--- src/blz_pkg.sv ---
// Shared types and constants of the backward LZ depacker
package blz_pkg;
    localparam int HIST_DEPTH = 32768;
    localparam int HIST_AW    = $clog2(HIST_DEPTH);
    localparam int FIELD_W    = 15;
    localparam int POS_W      = 24;

    typedef enum logic [2:0] {
        ST_ACC  = 3'd0,
        ST_REJ  = 3'd1,
        ST_OUT  = 3'd2,
        ST_NEED = 3'd3,
        ST_FIN  = 3'd4
    } status_t;

    typedef enum logic [3:0] {
        PH_SKIP_START = 4'd0,
        PH_SKIP       = 4'd1,
        PH_FLAG       = 4'd2,
        PH_LITLEN     = 4'd3,
        PH_LIT        = 4'd4,
        PH_MIDX       = 4'd5,
        PH_MSEL       = 4'd6,
        PH_MOFF       = 4'd7,
        PH_MLEN       = 4'd8,
        PH_COPY       = 4'd9,
        PH_DONE       = 4'd10
    } phase_t;

    typedef enum logic [1:0] {
        C_CLEAR,
        C_IDLE,
        C_RUN,
        C_RD
    } ctl_t;

    typedef enum logic [2:0] {
        REG_OW0    = 3'd0,
        REG_OW1    = 3'd1,
        REG_OW2    = 3'd2,
        REG_OW3    = 3'd3,
        REG_SKIP   = 3'd4,
        REG_LENGTH = 3'd5
    } reg_idx_t;

    typedef struct packed {
        logic       is_load;
        logic [7:0] data;
    } item_t;
endpackage

--- src/blz_front.sv ---
// Input queue: takes beats, classifies them and holds up to two for the decoder
module blz_front (
    input  logic          aclk,
    input  logic          aresetn,
    input  logic          s_tvalid,
    output logic          s_tready,
    input  logic [7:0]    s_tdata,
    input  logic          s_tuser,
    output logic          q_valid,
    input  logic          q_ready,
    output blz_pkg::item_t q_item
);
    import blz_pkg::*;

    item_t      slot_reg [2];
    item_t      slot_next [2];
    logic [1:0] cnt_reg, cnt_next;
    logic       push, pop;

    assign s_tready = (cnt_reg != 2'd2);
    assign push     = s_tvalid && s_tready;
    assign q_valid  = (cnt_reg != 2'd0);
    assign pop      = q_valid && q_ready;
    assign q_item   = slot_reg[0];

    always_comb begin
        cnt_next = cnt_reg;
        if (push && !pop)
            cnt_next = cnt_reg + 2'd1;
        else if (pop && !push)
            cnt_next = cnt_reg - 2'd1;
    end

    // slot 0 is the head; shift on pop
    always_comb begin
        slot_next[0] = slot_reg[0];
        slot_next[1] = slot_reg[1];
        if (pop)
            slot_next[0] = slot_reg[1];
        if (push) begin
            if (cnt_reg == 2'd0 || (cnt_reg == 2'd1 && pop))
                slot_next[0] = '{is_load: !s_tuser, data: s_tdata};
            else
                slot_next[1] = '{is_load: !s_tuser, data: s_tdata};
        end
    end

    always_ff @(posedge aclk) begin
        if (!aresetn) begin
            cnt_reg <= 2'd0;
        end else begin
            cnt_reg <= cnt_next;
        end
        slot_reg[0] <= slot_next[0];
        slot_reg[1] <= slot_next[1];
    end
endmodule

--- config.mk ---
export PLATFORM = sky130hd
export DESIGN_NAME = blz_front
export DESIGN_NICKNAME = d
export VERILOG_FILES = /design/src/blz_pkg.sv /design/src/blz_front.sv
export SDC_FILE = /design/constraint.sdc
export NUM_CORES = 1
export LEC_CHECK = 0
export BUFFER_PORTS_ARGS = -buffer_cell sky130_fd_sc_hd__buf_2
export CAP_MARGIN = 20
export CELL_PAD_IN_SITES_DETAIL_PLACEMENT = 0
export CELL_PAD_IN_SITES_GLOBAL_PLACEMENT = 1
export CORE_ASPECT_RATIO = 0.6
export CORE_MARGIN = 3
export CORE_UTILIZATION = 35
export DETAILED_ROUTE_END_ITERATION = 8
export HOLD_SLACK_MARGIN = 0.02
export PLACE_DENSITY = 0.73
export SLEW_MARGIN = 20
export SYNTH_ARGS = -nofsm -noshare
export SYNTH_HDL_FRONTEND = slang
export SYNTH_SLANG_ARGS = --single-unit
--- constraint.sdc ---
create_clock -name aclk -period 1.38 [get_ports aclk]
set_input_delay 0.069 -clock aclk [delete_from_list [all_inputs] [get_ports aclk]]
set_output_delay 0.069 -clock aclk [all_outputs]
set_load 0.05 [all_outputs]
### After elaboration in Yosys (flattened, before gate mapping)

Memory sizes are Yosys's and may differ from the RTL's.
Index checks and enable logic that the tools add are counted.

* divide/modulo/power cells: 0
* add/sub/neg operators: 2
* equality and inequality tests: 2
* muxes and demuxes: 6
* reduce and logical (&&, ||, !) cells: 12
* shifts and indexed selects: 0
* magnitude comparators: 0
* multipliers: 0
* bitwise gates (word level): 0

Operators by type and width (count)
* 9-bit two-way mux: 3
* 18-bit two-way mux: 1
* 1-bit logical AND: 5
* 2-bit two-way mux: 2
* 2-bit nonzero test: 2
* 1-bit logical NOT: 3
* 2-bit by 1-bit adder with 2-bit output, second input constant: 1
* 2-bit by 1-bit equality test with 1-bit output, second input constant: 1
* 2-bit logical NOT: 1
* 2-bit inequality test, second input constant: 1
* 2-bit by 1-bit subtractor with 2-bit output, second input constant: 1
* 1-bit logical OR: 1

* output and inout port bits: 11
* word-level logic and storage cells: 24
* memory bits (read-only): 0
* RAM bits: 18
* register bits: 2
* memories kept: 1
* bits in latches: 0
* input port bits: 13

Memories
* slot_reg: depth 2, width 9, read ports 2, clocked after memory_dff 0, wr ports 2, RTL line blz_front.sv:15 `item_t slot_reg [2];`

### Logic depth before layout (Yosys ltp)

Gate-level depths: netlist (run 1).

* depth in word-level cells: 6
* gate-level depth with buffers: 7
* mapped depth without buffers: 6

### Worst setup path after synthesis (run 1)

OpenSTA, ideal clock, no wires.

* kind: reg-to-reg
* start: reg cnt_reg[0] (netlist name)
* end: mem slot_reg[0][10] (netlist bit) (enable)
* required time: 1042 ps
* library setup time: 338 ps
* cell stages (with the launch flop): 5
* arrival time: 1316 ps
* clock period less this slack: 1653 ps
* buffers on the path: 0
* setup slack: -273 ps
* cells stage by stage: dfxtp_1 > inv_1 > ha_1 > inv_1 > and3_1

RTL lines (RTL line)
* to (decl): blz_front.sv:15

### Worst setup path in the final report (run 1)

* start: reg cnt_reg[0]
* end: reg cnt_reg[0]

* word-level cells in the longest chain between the ends: 5
* elaborated cells on any way between the ends: 13
* those cells by class: 2 x add/sub; 1 x eq/ne; 2 x mux; 8 x reduce/logical

RTL lines
* from (decl): RTL line blz_front.sv:17 `logic [1:0] cnt_reg, cnt_next;`
* from (signal assigned): RTL line blz_front.sv:52 `cnt_reg <= cnt_next;`
* branches (longest 5 deep; another with 2-bit by 1-bit subtractor with 2-bit output)

Parallel ways; which one is timed is not known. The select of a mux whose other input is x is not followed.
A chain may end at the register's enable or synchronous reset.

==> out/results.txt, run 1 <==
per-cell routed wire length -> 11.1 µm
Seq pwr share -> 29.7%
RSZ-0062 raised after global routing -> true
Area growth syn-to-layout -> 38.5%
# rows -> 13
clock sinks -> 20
Psw -> 1.35 mW
non-filler cells, final -> 141
most frequent cells in the layout -> buf_2, nand2_1, dlygate4sd3_1, dfxtp_1, edfxtp_1
commonest non-fill, non-tap cell in the layout -> buf_2
I/O pins -> 24
Critical Path RT -> 1.53 ns
die span in x -> 71.8 µm
setup ws final -> 0.0504 ns
post-route cell area -> 1260 µm²
Final period util -> 96.3%
clock buffer depth -> 2
Async SR Flop Fraction -> 0%
share of cells above drive strength 1 -> 43.2%
Final Net Count -> 128
routed wire length -> 1560 µm
final-layout fill cell count -> 210
Max Slew Vio Count -> 0
r2r setup slk -> 0.05 ns
Final setup viols -> 0
post-placement cell count -> 125
TritonCTS buffer count -> 3
Syn Inst Count -> 80
fin util -> 54.6%
Detailed Place HPWL -> 1200 µm
critical path startpoint -> cnt_reg[0]
Initial Util -> 39.4%
syn avg cell area -> 11.4 µm²
clock share of power -> 18.1%
Synth Register Bits -> 20
placed instance area -> 1030 µm²
outcome -> finished clean
hold depth -> 2
Synth Warn # -> 0
number of flops mapped to enable cells by yosys -> 9
Die Ht -> 45.5 µm
H-tree depth -> 1
HP Class -> input port to flip-flop
largest net degree at the start of global routing -> 13
final hold vios -> 0
leak pwr -> 0.567 nW
Core Region -> 2310 µm²
Critical Path Sink -> cnt_reg[0]
Yosys cell types -> 19
vias in the first global route -> 526
latest clock arrival within the worst-skew pair -> 0.26 ns
total power -> 3.22 mW
Setup crit start kind -> flip-flop
reg2reg start -> cnt_reg[0]
minimum clock period -> 1.33 ns
post-route clock skew -> 0.00314 ns
switching share of power -> 42.0%
Mapped Nets -> 96
area of the multi-input gates -> 364 µm²
Slew @ Worst Pin -> 0.253 ns
CP Max Fanout -> 4
die area -> 3270 µm²
first-pass GRT wire length -> 2500 µm
CTS root buffer -> clkbuf_8
Post-Synthesis Cell Area -> 910 µm²
R2R depth -> 6
initial antenna violation count -> 0
Seq/Total Area, Yosys -> 53.9%
Vias per Instance -> 4.41
antenna diode count -> 0
pwr dens -> 2550 nW/µm²
DRT Pass-1 Iters -> 4
Main synth FF type -> dfxtp_1
Reg area -> 495 µm²
Reg-to-Reg End -> cnt_reg[0]
Worst slew margin -> 83.3%
max FFs per register -> 18
DRC violations left -> 0
total gr overflow -> 0
Clock transition at path regs -> 0.07 ns
# port buffers -> 23
DR iter-0 viols -> 23
WS Path Type -> flip-flop to flip-flop
TritonCTS clock tree -> yes
Placer Congestion -> 0.698
Worst EP arrival -> 1.48 ns
fmax -> 752 MHz
maximum vdd drop -> 1210 µV
Internal Power -> 1.87 mW
Antenna Violating Nets Remaining -> 0
crit path capture type -> flip-flop
Comb power frac -> 52.2%
total number of vias -> 622
dpl ws -> -0.0568 ns
total global-route track usage -> 10.6%
max_cap viols -> 0
==> layer usage <==
| metal | vias up | global-route usage, % | part of all wire (%) |
|---|---|---|---|
| met5 | - | 0 | 0 |
| met4 | 0 | 2.25 | 0.64 |
| met3 | 2 | 5.51 | 7.9 |
| met2 | 19 | 13.5 | 40 |
| met1 | 270 | 15.4 | 52 |
| li1 | 331 | - | - |
==> power groups by stage <==
stage	registers [mW]	logic [mW]	clock network, mW
6_report	0.956	1.68	0.582
5_1_grt	0.984	1.81	0.627
3_3_place_gp	0.949	1.52	0
2_1_floorplan	0.936	1.43	0
3_5_place_dp	0.960	1.53	0
4_1_cts	0.951	1.67	0.595
==> logic make-up (layout without fill, tap and decap cells) <==
group / Yosys count / in the layout / share of synthesized area, %
fa+ha+maj: 3 / 3 / 4.13
simple gates: 18 / 19 / 11.3
compound gates: 13 / 13 / 7.70
buf+inv: 16 / 46 / 11.6
mux: 9 / 9 / 10.5
flops: 20 / 20 / 53.9
xor+xnor: 1 / 1 / 0.963
==> stage by stage <==
| stage | TNS (ns) | hold slack [ns] |
|---|---|---|
| final | 0 | 0.0594 |
| after global routing | -0.00896 | 0.0578 |
| after CTS | 0 | 0.0549 |
| after detailed placement | -0.105 | 0.267 |
| after global placement | -0.0505 | 0.256 |
| after floorplan | 0 | 0.159 |
==> final cells by class <==
cell class / instances / share of cell area (%)
Sequential cell: 20 / 39.3
Multi-Input combinational cell: 45 / 28.9
Timing Repair Buffer: 37 / 20.9
Clock buffer: 3 / 3.28
Tap cell: 30 / 2.98
Clock inverter: 1 / 2.38
Inverter: 5 / 2.28
==> critical path: stages (launching register included) <==
cell and delay, ns:
dfxtp_4 0.36, inv_4 0.05, ha_2 0.19, nand2b_4 0.19, xnor2_4 0.19, nand2_1 0.06, and3b_1 0.17
==> what timing repair did <==
action / 4_1_cts / 5_1_grt
pin swaps: 1 / 2
resized for setup: 3 / 5
buffers inserted: 2 / 0
hold buffers: 9 / 0
cloned: 0 / 1
hold endpoints to repair: 9 / 0
endpoints found under the setup margin: 7 / 18
==> cells in the mapped netlist (2+ instances only) <==
library cell | number | area (µm²)
o21ai_1 | 8 | 40.0
nor2_1 | 3 | 11.3
ha_1 | 3 | 37.5
buf_4 | 10 | 75.1
nand2_1 | 10 | 37.5
edfxtp_1 | 9 | 270
inv_1 | 5 | 18.8
dfxtp_1 | 11 | 220
nand2b_4 | 2 | 27.5
a21oi_1 | 3 | 15.0
mux2i_1 | 8 | 80.1
==> worst min path at each step <==
stage,startpoint,end,slack (ns)
after global routing,aresetn,cnt_reg[1],0.06
after floorplan,s_tuser,slot_reg[0][8],0.16
after global placement,s_tuser,slot_reg[0][8],0.26
after CTS,aresetn,cnt_reg[1],0.05
after detailed placement,s_tdata[0],slot_reg[0][9],0.27
final,aresetn,cnt_reg[1],0.06
Note: power is estimated with default switching activity, not from simulation.
==> inputs of run 2 (changes only) <==
--- a/config.mk
+++ b/config.mk
@@ -13,7 +13,7 @@
 export CORE_MARGIN = 3
 export CORE_UTILIZATION = 35
 export DETAILED_ROUTE_END_ITERATION = 8
-export HOLD_SLACK_MARGIN = 0.02
+export HOLD_SLACK_MARGIN = 0.12
 export PLACE_DENSITY = 0.73
 export SLEW_MARGIN = 20
 export SYNTH_ARGS = -nofsm -noshare
==> out/results.txt, run 2 (same netlist as run 1, synthesis figures left out) <==
outcome -> finished clean
placed instance area -> 1030 µm²
crit path capture type -> flip-flop
total number of vias -> 626
TritonCTS clock tree -> yes
routed wire length -> 1570 µm
vias in the first global route -> 536
Crit path largest cell delay -> 0.36 ns
I/O pins -> 24
Final Net Count -> 129
Final setup viols -> 0
cell family with most CP delay -> simple AND/OR/NAND/NOR gates
CP Depth -> 6
area of the multi-input gates -> 364 µm²
RSZ-0062 raised after global routing -> true
DRT Pass-1 Iters -> 4
slowest CP cell -> dfxtp_4
Detailed Place HPWL -> 1200 µm
maximum vdd drop -> 1210 µV
total global-route track usage -> 10.7%
leak pwr -> 0.571 nW
DRC violations left -> 0
post-placement cell count -> 125
Setup crit start kind -> flip-flop
Vias per Instance -> 4.41
Worst slew margin -> 83.3%
ordered cell list for the critical path -> inv_4 > ha_2 > nand2b_4 > xnor2_4 > nand2_1 > and3b_1
Placer Congestion -> 0.698
CTS root buffer -> clkbuf_8
HP Class -> input port to flip-flop
hold depth -> 2
most frequent cells in the layout -> buf_2, nand2_1, dlygate4sd3_1, dfxtp_1, edfxtp_1
share of cells above drive strength 1 -> 42.9%
Max Slew Vio Count -> 0
Critical Path RT -> 1.53 ns
first-pass GRT wire length -> 2530 µm
setup ws final -> 0.0500 ns
clock sinks -> 20
H-tree depth -> 1
Slew @ Worst Pin -> 0.253 ns
Core Region -> 2310 µm²
latest clock arrival within the worst-skew pair -> 0.26 ns
CP Max Fanout -> 4
WS Path Type -> flip-flop to flip-flop
CP Buf/Inv Count -> 1
Final period util -> 96.4%
post-route clock skew -> 0.00294 ns
initial antenna violation count -> 0
largest net degree at the start of global routing -> 13
# rows -> 13
post-route cell area -> 1270 µm²
Initial Util -> 39.4%
per-cell routed wire length -> 11.1 µm
# port buffers -> 23
minimum clock period -> 1.33 ns
non-filler cells, final -> 142
die area -> 3270 µm²
die span in x -> 71.8 µm
commonest non-fill, non-tap cell in the layout -> buf_2
dpl ws -> -0.0568 ns
Area growth syn-to-layout -> 39.6%
antenna diode count -> 0
final-layout fill cell count -> 209
max FFs per register -> 18
R2R depth -> 6
TritonCTS buffer count -> 3
max_cap viols -> 0
Clock transition at path regs -> 0.08 ns
total gr overflow -> 0
Antenna Violating Nets Remaining -> 0
DR iter-0 viols -> 15
Worst EP arrival -> 1.48 ns
Reg area -> 495 µm²
fmax -> 752 MHz
final hold vios -> 0
pwr dens -> 2530 nW/µm²
Die Ht -> 45.5 µm
clock buffer depth -> 2
fin util -> 55.0%
hold_ws -> 0.284 ns
==> run 2: changes by cell type in the layout (fill, tap and decap cells not counted) <==
cell / delta
dlygate4sd3_1: +1
==> run 2: layout make-up <==
type | count | area share, %
clock buffers | 3 | 3.25
clock inverters | 1 | 2.36
inverters | 5 | 2.27
multi-input cells | 45 | 28.7
flip-flops and latches | 20 | 39.0
well taps | 30 | 2.96
repair buffers | 38 | 21.5
==> run 2: final timing paths <==
check	startpoint	end	slack, ns
worst min-delay path	s_tvalid	slot_reg[0][16]	0.28
worst min register to register	cnt_reg[1]	cnt_reg[1]	0.48
worst max-delay path	cnt_reg[0]	cnt_reg[0]	0.05
worst max register to register	cnt_reg[0]	cnt_reg[0]	0.05
==> run 2: report_power, final <==
group / internal (mW) / switching [mW] / leakage [nW]
registers: 0.859 / 0.0970 / 0.176
clock network: 0.387 / 0.195 / 0.0357
logic: 0.622 / 1.06 / 0.359
==> run 2: metrics by stage <==
stage	total power [mW]	TNS (ns)
2_1_floorplan	2.37	0
3_3_place_gp	2.47	-0.0505
3_5_place_dp	2.49	-0.105
4_1_cts	3.21	0
5_1_grt	3.42	-0.00896
6_report	3.22	0
==> run 2: worst reg2reg max path: cells and delay by family, from the launching register on <==
kind          cells  cell delay [ns]
simple gates      3             0.42
flops             1             0.36
xor+xnor          1             0.19
fa+ha+maj         1             0.19
buf+inv           1             0.05
==> run 2: routing by layer <==
metal	global-route usage, %	part of all wire, %	up-vias
met5	0	0	-
met4	2.25	0.64	0
met3	5.51	7.8	2
met2	13.9	40	19
met1	15.4	51	272
li1	-	-	333
==> run 2: timing repair <==
action                                  in CTS  in global routing
gates cloned                                 0                  1
setup buffers                                2                  0
hold endpoints to repair                    20                  0
endpoints found under the setup margin       7                 18
pin swaps                                    1                  2
hold buffers                                10                  0
gates resized for setup                      3                  5
==> inputs of run 3 (changes only) <==
--- a/config.mk
+++ b/config.mk
@@ -14,7 +14,8 @@
 export CORE_UTILIZATION = 35
 export DETAILED_ROUTE_END_ITERATION = 8
 export HOLD_SLACK_MARGIN = 0.12
-export PLACE_DENSITY = 0.73
+export PLACE_DENSITY_LB_ADDON = 0.1
+export SKIP_CTS_REPAIR_TIMING = 1
 export SLEW_MARGIN = 20
 export SYNTH_ARGS = -nofsm -noshare
 export SYNTH_HDL_FRONTEND = slang
==> out/results.txt, run 3 (same netlist as run 1, synthesis figures left out) <==
most frequent cells in the layout -> buf_2, nand2_1, dlygate4sd3_1, dfxtp_1, edfxtp_1
Antenna Violating Nets Remaining -> 0
vias in the first global route -> 568
hold_ws -> 0.302 ns
routed wire length -> 1800 µm
crit path capture type -> flip-flop
clock share of power -> 13.8%
Max Slew Vio Count -> 0
latest clock arrival within the worst-skew pair -> 0.26 ns
Psw -> 1.38 mW
largest net degree at the start of global routing -> 19
maximum vdd drop -> 954 µV
minimum clock period -> 1.34 ns
per-cell routed wire length -> 12.4 µm
Detailed Place HPWL -> 1230 µm
area of the multi-input gates -> 360 µm²
HP Class -> input port to flip-flop
Clock transition at path regs -> 0.07 ns
DRT Pass-1 Iters -> 4
# port buffers -> 23
Seq pwr share -> 29.9%
Comb power frac -> 56.3%
CP Max Fanout -> 7
Core Region -> 2310 µm²
dpl ws -> -0.00565 ns
TritonCTS buffer count -> 3
Slew @ Worst Pin -> 0.261 ns
DR iter-0 viols -> 31
Vias per Instance -> 4.39
Die Ht -> 45.5 µm
RSZ-0062 raised after global routing -> true
Final period util -> 97.2%
Area growth syn-to-layout -> 42.0%
total gr overflow -> 0
Internal Power -> 1.79 mW
Placer Congestion -> 0.648
final hold vios -> 0
post-route clock skew -> 0.00157 ns
placed instance area -> 1050 µm²
Critical Path RT -> 1.53 ns
Worst EP arrival -> 1.49 ns
outcome -> finished clean
DRC violations left -> 0
Setup crit start kind -> flip-flop
commonest non-fill, non-tap cell in the layout -> buf_2
Reg area -> 493 µm²
setup ws final -> 0.0381 ns
clock buffer depth -> 2
fmax -> 745 MHz
first-pass GRT wire length -> 2580 µm
# rows -> 13
I/O pins -> 24
max FFs per register -> 18
TritonCTS clock tree -> yes
max_cap viols -> 0
final-layout fill cell count -> 209
total global-route track usage -> 11.1%
pwr dens -> 2460 nW/µm²
CTS root buffer -> clkbuf_8
total number of vias -> 637
die span in x -> 71.8 µm
Final setup viols -> 0
H-tree depth -> 1
initial antenna violation count -> 0
WS Path Type -> flip-flop to flip-flop
Final Net Count -> 132
die area -> 3270 µm²
post-route cell area -> 1290 µm²
antenna diode count -> 0
Worst slew margin -> 82.7%
Initial Util -> 39.4%
switching share of power -> 43.5%
clock sinks -> 20
share of cells above drive strength 1 -> 46.1%
leak pwr -> 0.584 nW
==> run 3: path summary, 6_finish.rpt <==
kind	startpoint	end	slack (ns)	depth (start not counted)
hold / removal	s_tvalid	cnt_reg[1]	0.30	4
setup / recovery	cnt_reg[1]	slot_reg[0][5]	0.04	7
hold reg to reg	cnt_reg[1]	cnt_reg[1]	0.50	2
setup reg to reg	cnt_reg[1]	slot_reg[0][5]	0.04	7
==> run 3: layer usage <==
| metal | vias up | routed length [µm] | part of all wire [%] | track usage (%) |
|---|---|---|---|---|
| met5 | - | 0 | 0 | 0 |
| met3 | 4 | 118 | 6.6 | 6.17 |
| met1 | 284 | 967 | 54 | 15.3 |
| met4 | 0 | 17 | 0.95 | 4.49 |
| li1 | 332 | - | - | - |
| met2 | 17 | 693 | 39 | 14.2 |
==> run 3: stage by stage <==
step,util [%],total power [mW],setup TNS [ns],instances
after detailed placement,45.6,2.55,-0.00565,128
after global routing,55.9,3.38,-0.0818,145
final,55.9,3.18,0,145
after CTS,47.9,2.99,-0.0599,132
after global placement,45.6,2.53,0,128
after floorplan,-,2.37,0,80
==> run 3: cell type report <==
type / instances / share of cell area [%]
timing repair buffer: 42 / 24.7
inverter: 5 / 2.03
tap: 30 / 2.91
sequential: 20 / 38.2
multi-input combinational: 44 / 27.9
clock buffer: 4 / 4.26
==> run 3: worst max-delay path, stage by stage, from the launching register on <==
cell and delay (ns):
dfxtp_2 0.34, inv_2 0.10, ha_4 0.17, a21oi_2 0.04, buf_4 0.14, nor2_4 0.20, clkbuf_16 0.19, o21ai_1 0.06
==> run 3: power by group through the flow <==
| stage | clock network (mW) | logic, mW | registers, mW |
|---|---|---|---|
| 6_report | 0.438 | 1.79 | 0.949 |
| 5_1_grt | 0.486 | 1.92 | 0.972 |
| 4_1_cts | 0.456 | 1.59 | 0.946 |
| 3_5_place_dp | 0 | 1.59 | 0.958 |
| 3_3_place_gp | 0 | 1.57 | 0.955 |
| 2_1_floorplan | 0 | 1.43 | 0.936 |
